<file path="config.mk">
export PLATFORM = sky130hd
export DESIGN_NAME = uart_rx_tx_ring_buffers
export DESIGN_NICKNAME = d
export VERILOG_FILES = /design/src/hdl/urrb_pkg.sv /design/src/hdl/urrb_ctrl.sv /design/src/hdl/urrb_datapath.sv /design/src/hdl/uart_rx_tx_ring_buffers.sv
export SDC_FILE = /design/constraint.sdc
export NUM_CORES = 1
export LEC_CHECK = 0
export BUFFER_PORTS_ARGS = -buffer_cell sky130_fd_sc_hd__buf_2
export CAP_MARGIN = 20
export CELL_PAD_IN_SITES_DETAIL_PLACEMENT = 0
export CELL_PAD_IN_SITES_GLOBAL_PLACEMENT = 1
export CORE_ASPECT_RATIO = 2
export CORE_MARGIN = 5
export CORE_UTILIZATION = 36
export DETAILED_ROUTE_END_ITERATION = 6
export PLACE_DENSITY_LB_ADDON = 0.2
export SLEW_MARGIN = 10
export SYNTH_ARGS = -nofsm -noshare
export SYNTH_HDL_FRONTEND = slang
export SYNTH_SLANG_ARGS = --single-unit
</file>
<file path="constraint.sdc">
create_clock -name clock -period 3 [get_ports clock]
set_input_delay 0.15 -clock clock [delete_from_list [all_inputs] [get_ports clock]]
set_output_delay 0.15 -clock clock [all_outputs]
set_load 0.02 [all_outputs]
</file>
<file path="src/hdl/urrb_pkg.sv">
package urrb_pkg;

   // Stream widths: tdata padded to whole bytes
   localparam int REQ_DATA_W = 16;
   localparam int REQ_USER_W = 2;
   localparam int RSP_DATA_W = 24;

   // Operation carried in req_tuser
   typedef enum logic [1:0] {
      OP_RX_BYTE    = 2'd0,
      OP_HOST_READ  = 2'd1,
      OP_HOST_WRITE = 2'd2,
      OP_TX_READY   = 2'd3
   } op_type;

   // Read status codes; frame and overrun codes are the raw flag pair
   localparam logic [2:0] RS_OK       = 3'd0;
   localparam logic [2:0] RS_OVERFLOW = 3'd4;
   localparam logic [2:0] RS_NO_DATA  = 3'd5;

   // Controller states
   typedef enum logic [1:0] {
      S_IDLE,
      S_EXEC,
      S_FIN
   } state_type;

   // Commands from controller to datapath
   typedef struct packed {
      logic load_in;
      logic exec;
      logic load_out;
   } ctrl_cmd_type;

   // Status from datapath to controller
   typedef struct packed {
      logic out_free;
   } dp_status_type;

endpackage

</file>
<file path="src/hdl/urrb_ctrl.sv">
module urrb_ctrl (
   input  logic                   clock,
   input  logic                   reset,
   input  logic                   req_tvalid,
   output logic                   req_tready,
   input  urrb_pkg::dp_status_type status,
   output urrb_pkg::ctrl_cmd_type  cmd
);
   import urrb_pkg::*;

   state_type state_ff;
   state_type state_in;

   // State register
   always_ff @(posedge clock) begin
      if (reset) begin
         state_ff <= S_IDLE;
      end else begin
         state_ff <= state_in;
      end
   end

   // Sequence one transaction: capture, execute, hand to output register
   always_comb begin
      state_in     = state_ff;
      req_tready   = 1'b0;
      cmd.load_in  = 1'b0;
      cmd.exec     = 1'b0;
      cmd.load_out = 1'b0;
      case (state_ff)
         S_IDLE: begin
            // Refuse transactions while reset is held
            req_tready = !reset;
            if (req_tvalid && !reset) begin
               cmd.load_in = 1'b1;
               state_in    = S_EXEC;
            end
         end
         S_EXEC: begin
            cmd.exec = 1'b1;
            state_in = S_FIN;
         end
         S_FIN: begin
            if (status.out_free) begin
               cmd.load_out = 1'b1;
               state_in     = S_IDLE;
            end
         end
         default: begin
            state_in = S_IDLE;
         end
      endcase
   end

endmodule

</file>
<file path="src/hdl/urrb_datapath.sv">
module urrb_datapath #(
   parameter int RX_DEPTH = 32,
   parameter int TX_DEPTH = 32
) (
   input  logic                              clock,
   input  logic                              reset,
   input  logic [urrb_pkg::REQ_DATA_W-1:0]   req_tdata,
   input  logic [urrb_pkg::REQ_USER_W-1:0]   req_tuser,
   input  urrb_pkg::ctrl_cmd_type            cmd,
   output urrb_pkg::dp_status_type           status,
   output logic                              rsp_tvalid,
   input  logic                              rsp_tready,
   output logic [urrb_pkg::RSP_DATA_W-1:0]   rsp_tdata
);
   import urrb_pkg::*;

   localparam int RX_PW = (RX_DEPTH > 1) ? $clog2(RX_DEPTH) : 1;
   localparam int TX_PW = (TX_DEPTH > 1) ? $clog2(TX_DEPTH) : 1;
   localparam logic [RX_PW-1:0] RX_LAST = RX_PW'(RX_DEPTH - 1);
   localparam logic [TX_PW-1:0] TX_LAST = TX_PW'(TX_DEPTH - 1);

   // Held input transaction
   op_type      op_ff;
   logic [7:0]  byte_ff;
   logic        fe_ff;
   logic        ovr_ff;

   // Ring pointers and flags
   logic [RX_PW-1:0] rx_head_ff, rx_head_in, rx_tail_ff, rx_tail_in;
   logic [TX_PW-1:0] tx_head_ff, tx_head_in, tx_tail_ff, tx_tail_in;
   logic [2:0]       last_error_ff, last_error_in;
   logic             irq_on_ff, irq_on_in;

   // Next indices and fill checks
   logic [RX_PW-1:0] rx_nh, rx_nt;
   logic [TX_PW-1:0] tx_nh, tx_nt;
   logic             rx_empty, rx_full, tx_empty, tx_full;

   // Memory controls
   logic rx_we, rx_re, tx_we, tx_re;
   logic [7:0] rx_store [RX_DEPTH];
   logic [7:0] tx_store [TX_DEPTH];
   logic [7:0] rx_rdata_ff, tx_rdata_ff;

   // Staged result flags
   logic [2:0] st_status_ff, st_status_in;
   logic       st_refused_ff, st_refused_in;
   logic       st_lvalid_ff, st_lvalid_in;
   logic       st_rdok_ff, st_rdok_in;

   // Output register
   logic                  rsp_valid_ff;
   logic [RSP_DATA_W-1:0] rsp_data_ff, rsp_data_in;

   // Capture the accepted transaction
   always_ff @(posedge clock) begin
      if (cmd.load_in) begin
         op_ff   <= op_type'(req_tuser);
         byte_ff <= req_tdata[7:0];
         fe_ff   <= req_tdata[8];
         ovr_ff  <= req_tdata[9];
      end
   end

   // Wrap pointers at the last entry
   assign rx_nh    = (rx_head_ff == RX_LAST) ? '0 : rx_head_ff + 1'b1;
   assign rx_nt    = (rx_tail_ff == RX_LAST) ? '0 : rx_tail_ff + 1'b1;
   assign tx_nh    = (tx_head_ff == TX_LAST) ? '0 : tx_head_ff + 1'b1;
   assign tx_nt    = (tx_tail_ff == TX_LAST) ? '0 : tx_tail_ff + 1'b1;
   assign rx_empty = (rx_head_ff == rx_tail_ff);
   assign rx_full  = (rx_nh == rx_tail_ff);
   assign tx_empty = (tx_head_ff == tx_tail_ff);
   assign tx_full  = (tx_nh == tx_tail_ff);

   // Execute the held operation
   always_comb begin
      rx_head_in    = rx_head_ff;
      rx_tail_in    = rx_tail_ff;
      tx_head_in    = tx_head_ff;
      tx_tail_in    = tx_tail_ff;
      last_error_in = last_error_ff;
      irq_on_in     = irq_on_ff;
      rx_we         = 1'b0;
      rx_re         = 1'b0;
      tx_we         = 1'b0;
      tx_re         = 1'b0;
      st_status_in  = RS_OK;
      st_refused_in = 1'b0;
      st_lvalid_in  = 1'b0;
      st_rdok_in    = 1'b0;
      if (cmd.exec) begin
         case (op_ff)
            OP_RX_BYTE: begin
               if (rx_full) begin
                  last_error_in = RS_OVERFLOW;
               end else begin
                  rx_head_in    = rx_nh;
                  rx_we         = 1'b1;
                  last_error_in = {1'b0, ovr_ff, fe_ff};
               end
            end
            OP_HOST_READ: begin
               if (rx_empty) begin
                  st_status_in = RS_NO_DATA;
               end else begin
                  rx_tail_in   = rx_nt;
                  rx_re        = 1'b1;
                  st_rdok_in   = 1'b1;
                  st_status_in = last_error_ff;
               end
            end
            OP_HOST_WRITE: begin
               if (tx_full) begin
                  st_refused_in = 1'b1;
               end else begin
                  tx_head_in = tx_nh;
                  tx_we      = 1'b1;
                  irq_on_in  = 1'b1;
               end
            end
            OP_TX_READY: begin
               if (tx_empty) begin
                  irq_on_in = 1'b0;
               end else begin
                  tx_tail_in   = tx_nt;
                  tx_re        = 1'b1;
                  st_lvalid_in = 1'b1;
               end
            end
            default: begin
               irq_on_in = irq_on_ff;
            end
         endcase
      end
   end

   // Control state
   always_ff @(posedge clock) begin
      if (reset) begin
         rx_head_ff    <= '0;
         rx_tail_ff    <= '0;
         tx_head_ff    <= '0;
         tx_tail_ff    <= '0;
         last_error_ff <= RS_OK;
         irq_on_ff     <= 1'b0;
      end else begin
         rx_head_ff    <= rx_head_in;
         rx_tail_ff    <= rx_tail_in;
         tx_head_ff    <= tx_head_in;
         tx_tail_ff    <= tx_tail_in;
         last_error_ff <= last_error_in;
         irq_on_ff     <= irq_on_in;
      end
   end

   // Stage result flags while the memory read completes
   always_ff @(posedge clock) begin
      if (cmd.exec) begin
         st_status_ff  <= st_status_in;
         st_refused_ff <= st_refused_in;
         st_lvalid_ff  <= st_lvalid_in;
         st_rdok_ff    <= st_rdok_in;
      end
   end

   // Receive store: push writes at new head, pop reads at new tail
   always_ff @(posedge clock) begin
      if (rx_we) begin
         rx_store[rx_nh] <= byte_ff;
      end
      if (rx_re) begin
         rx_rdata_ff <= rx_store[rx_nt];
      end
   end

   // Transmit store
   always_ff @(posedge clock) begin
      if (tx_we) begin
         tx_store[tx_nh] <= byte_ff;
      end
      if (tx_re) begin
         tx_rdata_ff <= tx_store[tx_nt];
      end
   end

   // Assemble the result word
   assign rsp_data_in = {
      2'b00,
      irq_on_ff,
      (st_lvalid_ff ? tx_rdata_ff : 8'h00),
      st_lvalid_ff,
      st_refused_ff,
      st_status_ff,
      (st_rdok_ff ? rx_rdata_ff : 8'h00)
   };

   assign status.out_free = !rsp_valid_ff || rsp_tready;

   // Output register: hold the result until the consumer takes it
   always_ff @(posedge clock) begin
      if (reset) begin
         rsp_valid_ff <= 1'b0;
      end else if (cmd.load_out) begin
         rsp_valid_ff <= 1'b1;
      end else if (rsp_tready) begin
         rsp_valid_ff <= 1'b0;
      end
   end

   always_ff @(posedge clock) begin
      if (cmd.load_out) begin
         rsp_data_ff <= rsp_data_in;
      end
   end

   assign rsp_tvalid = rsp_valid_ff;
   assign rsp_tdata  = rsp_data_ff;

endmodule

</file>
<file path="src/hdl/uart_rx_tx_ring_buffers.sv">
// UART receive and transmit ring buffers.
// req channel: one transaction per operation; tuser carries the operation
// (received line byte, host read, host write, transmitter ready) and tdata
// the byte plus the line's frame and overrun flags.
// rsp channel: exactly one transaction per request, carrying the popped
// receive byte and its status, the write-refused flag, the byte handed to
// the transmitter with its valid flag, and the transmitter-ready enable.
// Each buffer holds at most its depth minus one bytes.
// A request passes through execute (with registered store read) and then the
// load of the output register before rsp_tvalid rises; a new request is
// accepted only after the controller has returned to idle, so the block does
// not take a request before it is through with the last one.
// Reset clears all pointers, the recorded error and the ready enable, and
// holds req_tready low; the byte stores are not cleared and are only read
// where written.
// A stalled rsp channel holds the result in the output register; the next
// request is still accepted and executed, then waits until the output
// register frees up.
module uart_rx_tx_ring_buffers #(
   parameter int RX_DEPTH = 32,
   parameter int TX_DEPTH = 32
) (
   input  logic                            clock,
   input  logic                            reset,
   input  logic                            req_tvalid,
   output logic                            req_tready,
   // [7:0] byte_in, [8] frame_error, [9] overrun_error, [15:10] zero
   input  logic [urrb_pkg::REQ_DATA_W-1:0] req_tdata,
   // [1:0] op
   input  logic [urrb_pkg::REQ_USER_W-1:0] req_tuser,
   output logic                            rsp_tvalid,
   input  logic                            rsp_tready,
   // [7:0] read_byte, [10:8] read_status, [11] write_refused,
   // [12] line_valid, [20:13] line_byte, [21] ready_enable, [23:22] zero
   output logic [urrb_pkg::RSP_DATA_W-1:0] rsp_tdata
);
   import urrb_pkg::*;

   ctrl_cmd_type  cmd;
   dp_status_type status;

   urrb_ctrl u_ctrl (
      .clock      (clock),
      .reset      (reset),
      .req_tvalid (req_tvalid),
      .req_tready (req_tready),
      .status     (status),
      .cmd        (cmd)
   );

   urrb_datapath #(
      .RX_DEPTH (RX_DEPTH),
      .TX_DEPTH (TX_DEPTH)
   ) u_datapath (
      .clock      (clock),
      .reset      (reset),
      .req_tdata  (req_tdata),
      .req_tuser  (req_tuser),
      .cmd        (cmd),
      .status     (status),
      .rsp_tvalid (rsp_tvalid),
      .rsp_tready (rsp_tready),
      .rsp_tdata  (rsp_tdata)
   );

   // An accepted transaction executes in the next cycle
   assert property (@(posedge clock) disable iff (reset)
      (req_tvalid && req_tready) |=> cmd.exec)
      else $error("accepted transaction did not execute");

   // Never overwrite a result that is still waiting
   assert property (@(posedge clock) disable iff (reset)
      cmd.load_out |-> (!rsp_tvalid || rsp_tready))
      else $error("pending result overwritten");

   // No new transaction while one is executing
   assert property (@(posedge clock) disable iff (reset)
      cmd.exec |-> !req_tready)
      else $error("request accepted during execute");

endmodule
</file>
Word-level counts from Yosys, hierarchy flattened
Memory sizes are Yosys's and may differ from the RTL's. A register that Yosys moved wholly into a read port is not among the register bits.
Cells that the tools add are included.

storage, ports and cells
  register bits = 67
  memories = 2
  memory bits (writable) = 512
  input port bits = 22
  logic and storage cells = 101

cells by class
  muxes and demuxes = 37
  bitwise logic cells = 5
  reduce and logical (&&, ||, !) cells = 16
  equality and inequality tests = 17
  add/subtract/negate cells = 4

memory list
  memory               words  width  read ports  clocked after memory_dff  wr ports  line                 source
  u_datapath.rx_store  32     8      1           1                         1         urrb_datapath.sv:41  logic [7:0] rx_store [RX_DEPTH];
  u_datapath.tx_store  32     8      1           1                         1         urrb_datapath.sv:42  logic [7:0] tx_store [TX_DEPTH];

operators with widths
  cell                                                   number
  two-way mux 1 bit                                      27
  adder 5 x 1 -> 5 bit, second input constant            4
  == test 5 bit                                          4
  == test 5 bit, second input constant                   4
  two-way mux 5 bit                                      4
  AND reduction 3 bit                                    4
  == test 2 bit, second input constant                   3
  two-way mux 3 bit                                      2
  one-hot mux 2 bit (3 select lines)                     1
  inverter 1 bit                                         5
  == test 2 x 1 -> 1 bit, second input constant          2
  zero test 2 bit                                        2
  two-way mux 2 bit                                      2
  inequality test 2 x 1 -> 1 bit, second input constant  2
  inequality test 2 bit, second input constant           2
  AND reduction 2 bit                                    2
  AND reduction 4 bit                                    1
  nonzero test 2 bit                                     2
  zero test 1 bit                                        2
  one-hot mux 1 bit (2 select lines)                     1
  OR reduction 2 bit                                     1
  logical AND 1 bit                                      1
  logical OR 1 bit                                       1

Longest topological paths before layout
  depth after elaboration = 8
  depth in mapped cells = 11

Hierarchy
From an unflattened synthesis, not the netlist that was laid out.

second synthesis, totals
  cell total of the unflattened synthesis = 1,594
  area total of the unflattened synthesis = 24,632.4 um^2

by module, submodules not included
  module         cells an instance  seq. area each (um^2)  times used  area each (um^2)
  urrb_datapath  1,584              17,556.8               1           24,529.8
  urrb_ctrl      10                 40.0                   1           102.6

Worst setup path after synthesis
OpenSTA, ideal clock, no wires.

  kind = flip-flop to flip-flop
  from = reg u_datapath.tx_head_ff[0]
  to = mem u_datapath.tx_store[11][0], enable pin
  slack = 0.166 ns
  clock period less this slack = 2.834 ns
  arrival = 2.464 ns
  library setup time = 0.370 ns
  path buffers = 0
  data required time = 2.630 ns
  cell stages (with the launch flop) = 10
  path through = dfxtp_1 ha_1 and3_1 ha_1 nor2b_1 mux2_2 xnor2_1 a31oi_4 nand2_2 nor2_1

on the way
  longest elaborated chain between the ends = 8
  elaborated cells on any way between the ends = 9

ends and longest elaborated chain
  what                                                   line                  source
  start: declaration                                     urrb_datapath.sv:30   logic [TX_PW-1:0] tx_head_ff, tx_head_in, tx_tail_ff, tx_tail_in;
  start signal: assignment                               urrb_datapath.sv:149  tx_head_ff <= tx_head_in;
  adder 5 x 1 -> 5 bit or == test 5 bit (tied branches)  urrb_datapath.sv:68   assign tx_nh = (tx_head_ff == TX_LAST) ? '0 : tx_head_ff + 1'b1;
  two-way mux 5 bit *                                    urrb_datapath.sv:68
  == test 5 bit                                          urrb_datapath.sv:73   assign tx_full = (tx_nh == tx_tail_ff);
  two-way mux 1 bit                                      urrb_datapath.sv:113  if (tx_full) begin
  two-way mux 1 bit                                      urrb_datapath.sv:92   case (op_ff)
  two-way mux 1 bit                                      urrb_datapath.sv:91   if (cmd.exec) begin
  two-way mux 1 bit                                      urrb_datapath.sv:178  if (tx_we) begin
  two-way mux 1 bit (implied by the code)                urrb_datapath.sv:179  tx_store[tx_nh] <= byte_ff;
  end: declaration                                       urrb_datapath.sv:42

Every way passes the cells marked *; elsewhere a longest branch is shown, timed or not.

Worst setup path after layout
  from = reg u_datapath.tx_tail_ff[0]
  to = reg u_datapath.tx_rdata_ff[4] (read register of u_datapath.tx_store) (data pin)

on the way
  longest elaborated chain between the ends = 4
  elaborated cells on any way between the ends = 7

ends and longest elaborated chain
  what                                                                          line                  source
  start: declaration                                                            urrb_datapath.sv:30
  start signal: assignment                                                      urrb_datapath.sv:150  tx_tail_ff <= tx_tail_in;
  parallel branches: the longest is 4 deep, another holds adder 5 x 1 -> 5 bit  n/a
  end: declaration                                                              urrb_datapath.sv:43   logic [7:0] rx_rdata_ff, tx_rdata_ff;

Several ways; the timed one is not identified.
A chain may end at the register's enable or synchronous reset.

==> run_results.csv <==
group,metric,value,unit
critical_path,crit_chain,"ha_1 -> and3_1 -> ha_2 -> buf_12 -> nor2_4 -> buf_12 -> nand2_1 -> a21oi_1 -> a21oi_1 -> a311o_1 -> nor4_2",
clock_tree,clkTransAtPathRegs,0.07,ns
clock_tree,numCtsBuffers,56,
place,gp_congestion,0.778,
timing,worstMarginPinSlew,0.931,ns
critical_path,cp.arrival,3.30,ns
floorplan,coreArea,68400,µm²
global_route,gr-usage-all-layers,17.1,%
drt,drt-total-wl,65300,µm
critical_path,worstSetupPathType,"register to register",
critical_path,cp_slowest_stage_delay,0.47,ns
worst_hold_path,min_to,"u_datapath.byte_ff[6]$_DFFE_PP_",
synthesis,avgSynthCellArea,14.2,µm²
timing,fmax,347,MHz
place,portBuffers,39,
critical_path,worst_ep_required_time,3.42,ns
power_and_ir_drop,total_power,0.0166,W
timing,skew,0.0159,ns
synthesis,synth_warnings,0,
clock_tree,cts_tree,"built",
synthesis,synth_top_cell_by_area,"edfxtp_1",
synthesis,synth_top_area_share,69.1,%
synthesis,synth.most_common_cell,"edfxtp_1",
timing,fin_crit,2.88,ns
critical_path,critical_path_buf_inv_count,2,
critical_path,reg2reg_to,"u_datapath.tx_rdata_ff[4]$_DFFE_PP_",
layout,layout.nets,1928,
synthesis,synth-seq-cells,595,
global_route,grt_max_degree,65,
drt,routedWlPerCell,23.1,µm
status,status,"finished clean",
timing,hold_viol_final,0,
layout,synthToLayoutAreaGrowth,17.5,%
critical_path,cp-start-kind,"register",
floorplan,floorplan.die.height,380,µm
global_route,grt_overflow_total,0,
drt,drcViolationCount,0,
synthesis,synth_common_cells,"568 x edfxtp_1, 160 x nand2_1, 94 x nor2_1",
synthesis,synth_cells,1733,
drt,ant_nets,0,
synthesis,synthTopCellsByArea,"edfxtp_1 69%, mux2i_1 2.7%, nand2_1 2.4%, dfxtp_1 2.2%, a21oi_1 1.8%",
drt,drt_first_pass_iters,5,
worst_hold_path,hold_path_depth,2,
clock_tree,cts-root-buf,"clkbuf_16",
floorplan,initial_core_util,36.1,%
floorplan,fp.dieArea,74300,µm²
synthesis,synth_edf_count,568,
floorplan,dieWidth,195,µm
critical_path,reg2reg_slack,0.12,ns
power_and_ir_drop,ir_drop,0.424,mV
floorplan,ios,48,
place,dp_hpwl,38900,µm
global_route,grt_pass1_vias,14503,
critical_path,timing.rr.start,"u_datapath.tx_tail_ff[0]$_SDFFE_PP0P_",
timing,period_share,95.9,%
critical_path,reg2reg_depth,11,
synthesis,async_flop_share,0,%
timing,setup_viol,0,
timing,drv_slew,0,
synthesis,synth_seq_area_share,71.3,%
clock_tree,cts_buffer_depth,3,
place,postPlaceCellArea,26900,µm²
global_route,grt_first_pass_wirelength,96600,µm
critical_path,end_kind,"register",
synthesis,ys_types,67,
global_route,antenna_found_initial,0,
timing,timing.hold.ws,0.250,ns
drt,viasPerCell,5.28,
run,drv_cap,0,
synthesis,ys.flop_type,"edfxtp_1",
worst_hold_path,hold_start,"req_tdata[6]",
critical_path,cp_top_family,"simple AND/OR/NAND/NOR gates",
power_and_ir_drop,leakagePower,9.73,nW
timing,slew_headroom,37.9,%
critical_path,cpMaxStageDelayCell,"a311o_1",
worst_hold_path,min_path_type,"input pin to register",
drt,drtIter0Drc,1162,
drt,vias,14942,
floorplan,rows,136,
clock_tree,cts.sinks,595,
clock_tree,cts_setup_buffers,0,
clock_tree,h-tree-depth,2,
clock_tree,clk_latency,0.62,ns
synthesis,syn_area,24700,µm²
critical_path,critical_path.max_fanout,46,
layout,final_layout_size_suffix_gt1_share,17.9,%
layout,fin_area,29000,µm²
power_and_ir_drop,p_per_area,573,nW/µm²
## registers in the layout (all words and copies together) (netlist names)
register,count
u_datapath.last_error_ff,3
u_datapath.rx_rdata_ff,8
u_datapath.tx_tail_ff,5
u_datapath.rx_head_ff,5
u_datapath.st_status_ff,3
u_datapath.tx_head_ff,5
u_datapath.ovr_ff,1
u_datapath.st_refused_ff,1
u_datapath.tx_rdata_ff,8
u_datapath.st_rdok_ff,1
u_datapath.op_ff,2
u_datapath.fe_ff,1
u_ctrl.state_ff,2
u_datapath.rsp_tvalid,1
u_datapath.rx_store,256
u_datapath.rsp_tdata,22
u_datapath.rx_tail_ff,5
u_datapath.st_lvalid_ff,1
u_datapath.byte_ff,8
u_datapath.irq_on_ff,1
u_datapath.tx_store,256
## final cells by class
class,instances,area [µm²]
multi-input combinational,991,6500
sequential,595,17600
clock buffer,71,1490
tap,897,1120
fill,6315,39400
inverter,32,120
timing repair buffer,214,1830
clock inverter,30,357
antenna,1,2.50
## per-stage QoR
step / TNS [ns] / cells / util (%) / setup WS, ns
final: 0 / 2831 / 42.4 / 0.122
after global routing: -0.0431 / 2830 / 42.4 / -0.0431
after CTS: 0 / 2829 / 42.3 / 0.0246
after detailed placement: -0.102 / 2713 / 39.4 / -0.0478
after global placement: -0.0300 / 2712 / 39.4 / -0.0263
after floorplan: 0 / 1734 / - / 0.166
## worst max path at each step
stage | end | cells after the start | from | slack [ns]
global route | u_datapath.tx_rdata_ff[4]$_DFFE_PP_ | 11 | u_datapath.tx_tail_ff[0]$_SDFFE_PP0P_ | -0.04
finish | u_datapath.tx_rdata_ff[4]$_DFFE_PP_ | 11 | u_datapath.tx_tail_ff[0]$_SDFFE_PP0P_ | 0.12
CTS | u_datapath.tx_rdata_ff[7]$_DFFE_PP_ | 10 | u_datapath.tx_tail_ff[0]$_SDFFE_PP0P_ | 0.02
detailed placement | u_datapath.tx_rdata_ff[2]$_DFFE_PP_ | 9 | u_datapath.tx_tail_ff[0]$_SDFFE_PP0P_ | -0.05
global placement | u_datapath.tx_rdata_ff[2]$_DFFE_PP_ | 9 | u_datapath.tx_tail_ff[0]$_SDFFE_PP0P_ | -0.03
floorplan | u_datapath.tx_store[11][0]$_DFFE_PP_ | 9 | u_datapath.tx_head_ff[0]$_SDFFE_PP0P_ | 0.17
## report_power, final
part	internal, W	total [W]	switching, W
logic	0.0000717	0.000272	0.000200
registers	0.00908	0.00909	0.0000111
clock network	0.00419	0.00726	0.00307
total	0.0133	0.0166	0.00328
## logic make-up after synthesis
group                      after synthesis  share of synthesized area [%]
DFF                                    595                           71.3
and+or+nand+nor                        520                           10.1
AOI/OAI and AO/OA                      325                           9.26
buffers and inverters                  148                           2.80
muxes                                  101                           4.65
xor gates and xnor gates                27                           1.06
adders and majority gates               16                          0.811
other                                    1                         0.0152
## placed cells by master (no fill, tap or decap), types with 7 or more instances in the layout
master / n
a211oi_1: 23
a21oi_1: 89
a221o_1: 19
a221oi_1: 35
a22o_1: 15
a22oi_1: 12
a32oi_1: 7
and2_1: 20
and3_1: 44
buf_12: 21
buf_2: 39
buf_4: 138
bufinv_16: 8
clkbuf_1: 13
clkbuf_16: 58
clkinv_1: 9
clkinv_2: 8
dfxtp_1: 25
dlygate4sd3_1: 15
edfxtp_1: 568
ha_1: 13
inv_1: 32
mux2_2: 25
mux2i_1: 67
mux4_2: 8
nand2_1: 158
nand2b_1: 7
nand3_1: 43
nand3b_1: 11
nor2_1: 92
nor2b_1: 19
nor3_1: 71
nor4_1: 7
o211ai_1: 7
o21ai_0: 41
o22ai_1: 20
o311ai_0: 12
or3_1: 19
xnor2_1: 12
xor2_1: 12
## metal layers
metal	vias up	wire length, µm	track usage [%]
met1	7467	29900	25.2
met3	95	3400	2.51
met5	-	0	0
met2	403	30500	26.7
met4	0	1550	4.50
li1	6977	-	-
## what timing repair did
action,in CTS,in global routing
gates resized for setup,3,9
setup endpoints to repair,3,19
gates cloned,0,1
endpoints found under the hold margin,22,0
hold buffers,15,0
(Power assumes the default switching activity.)
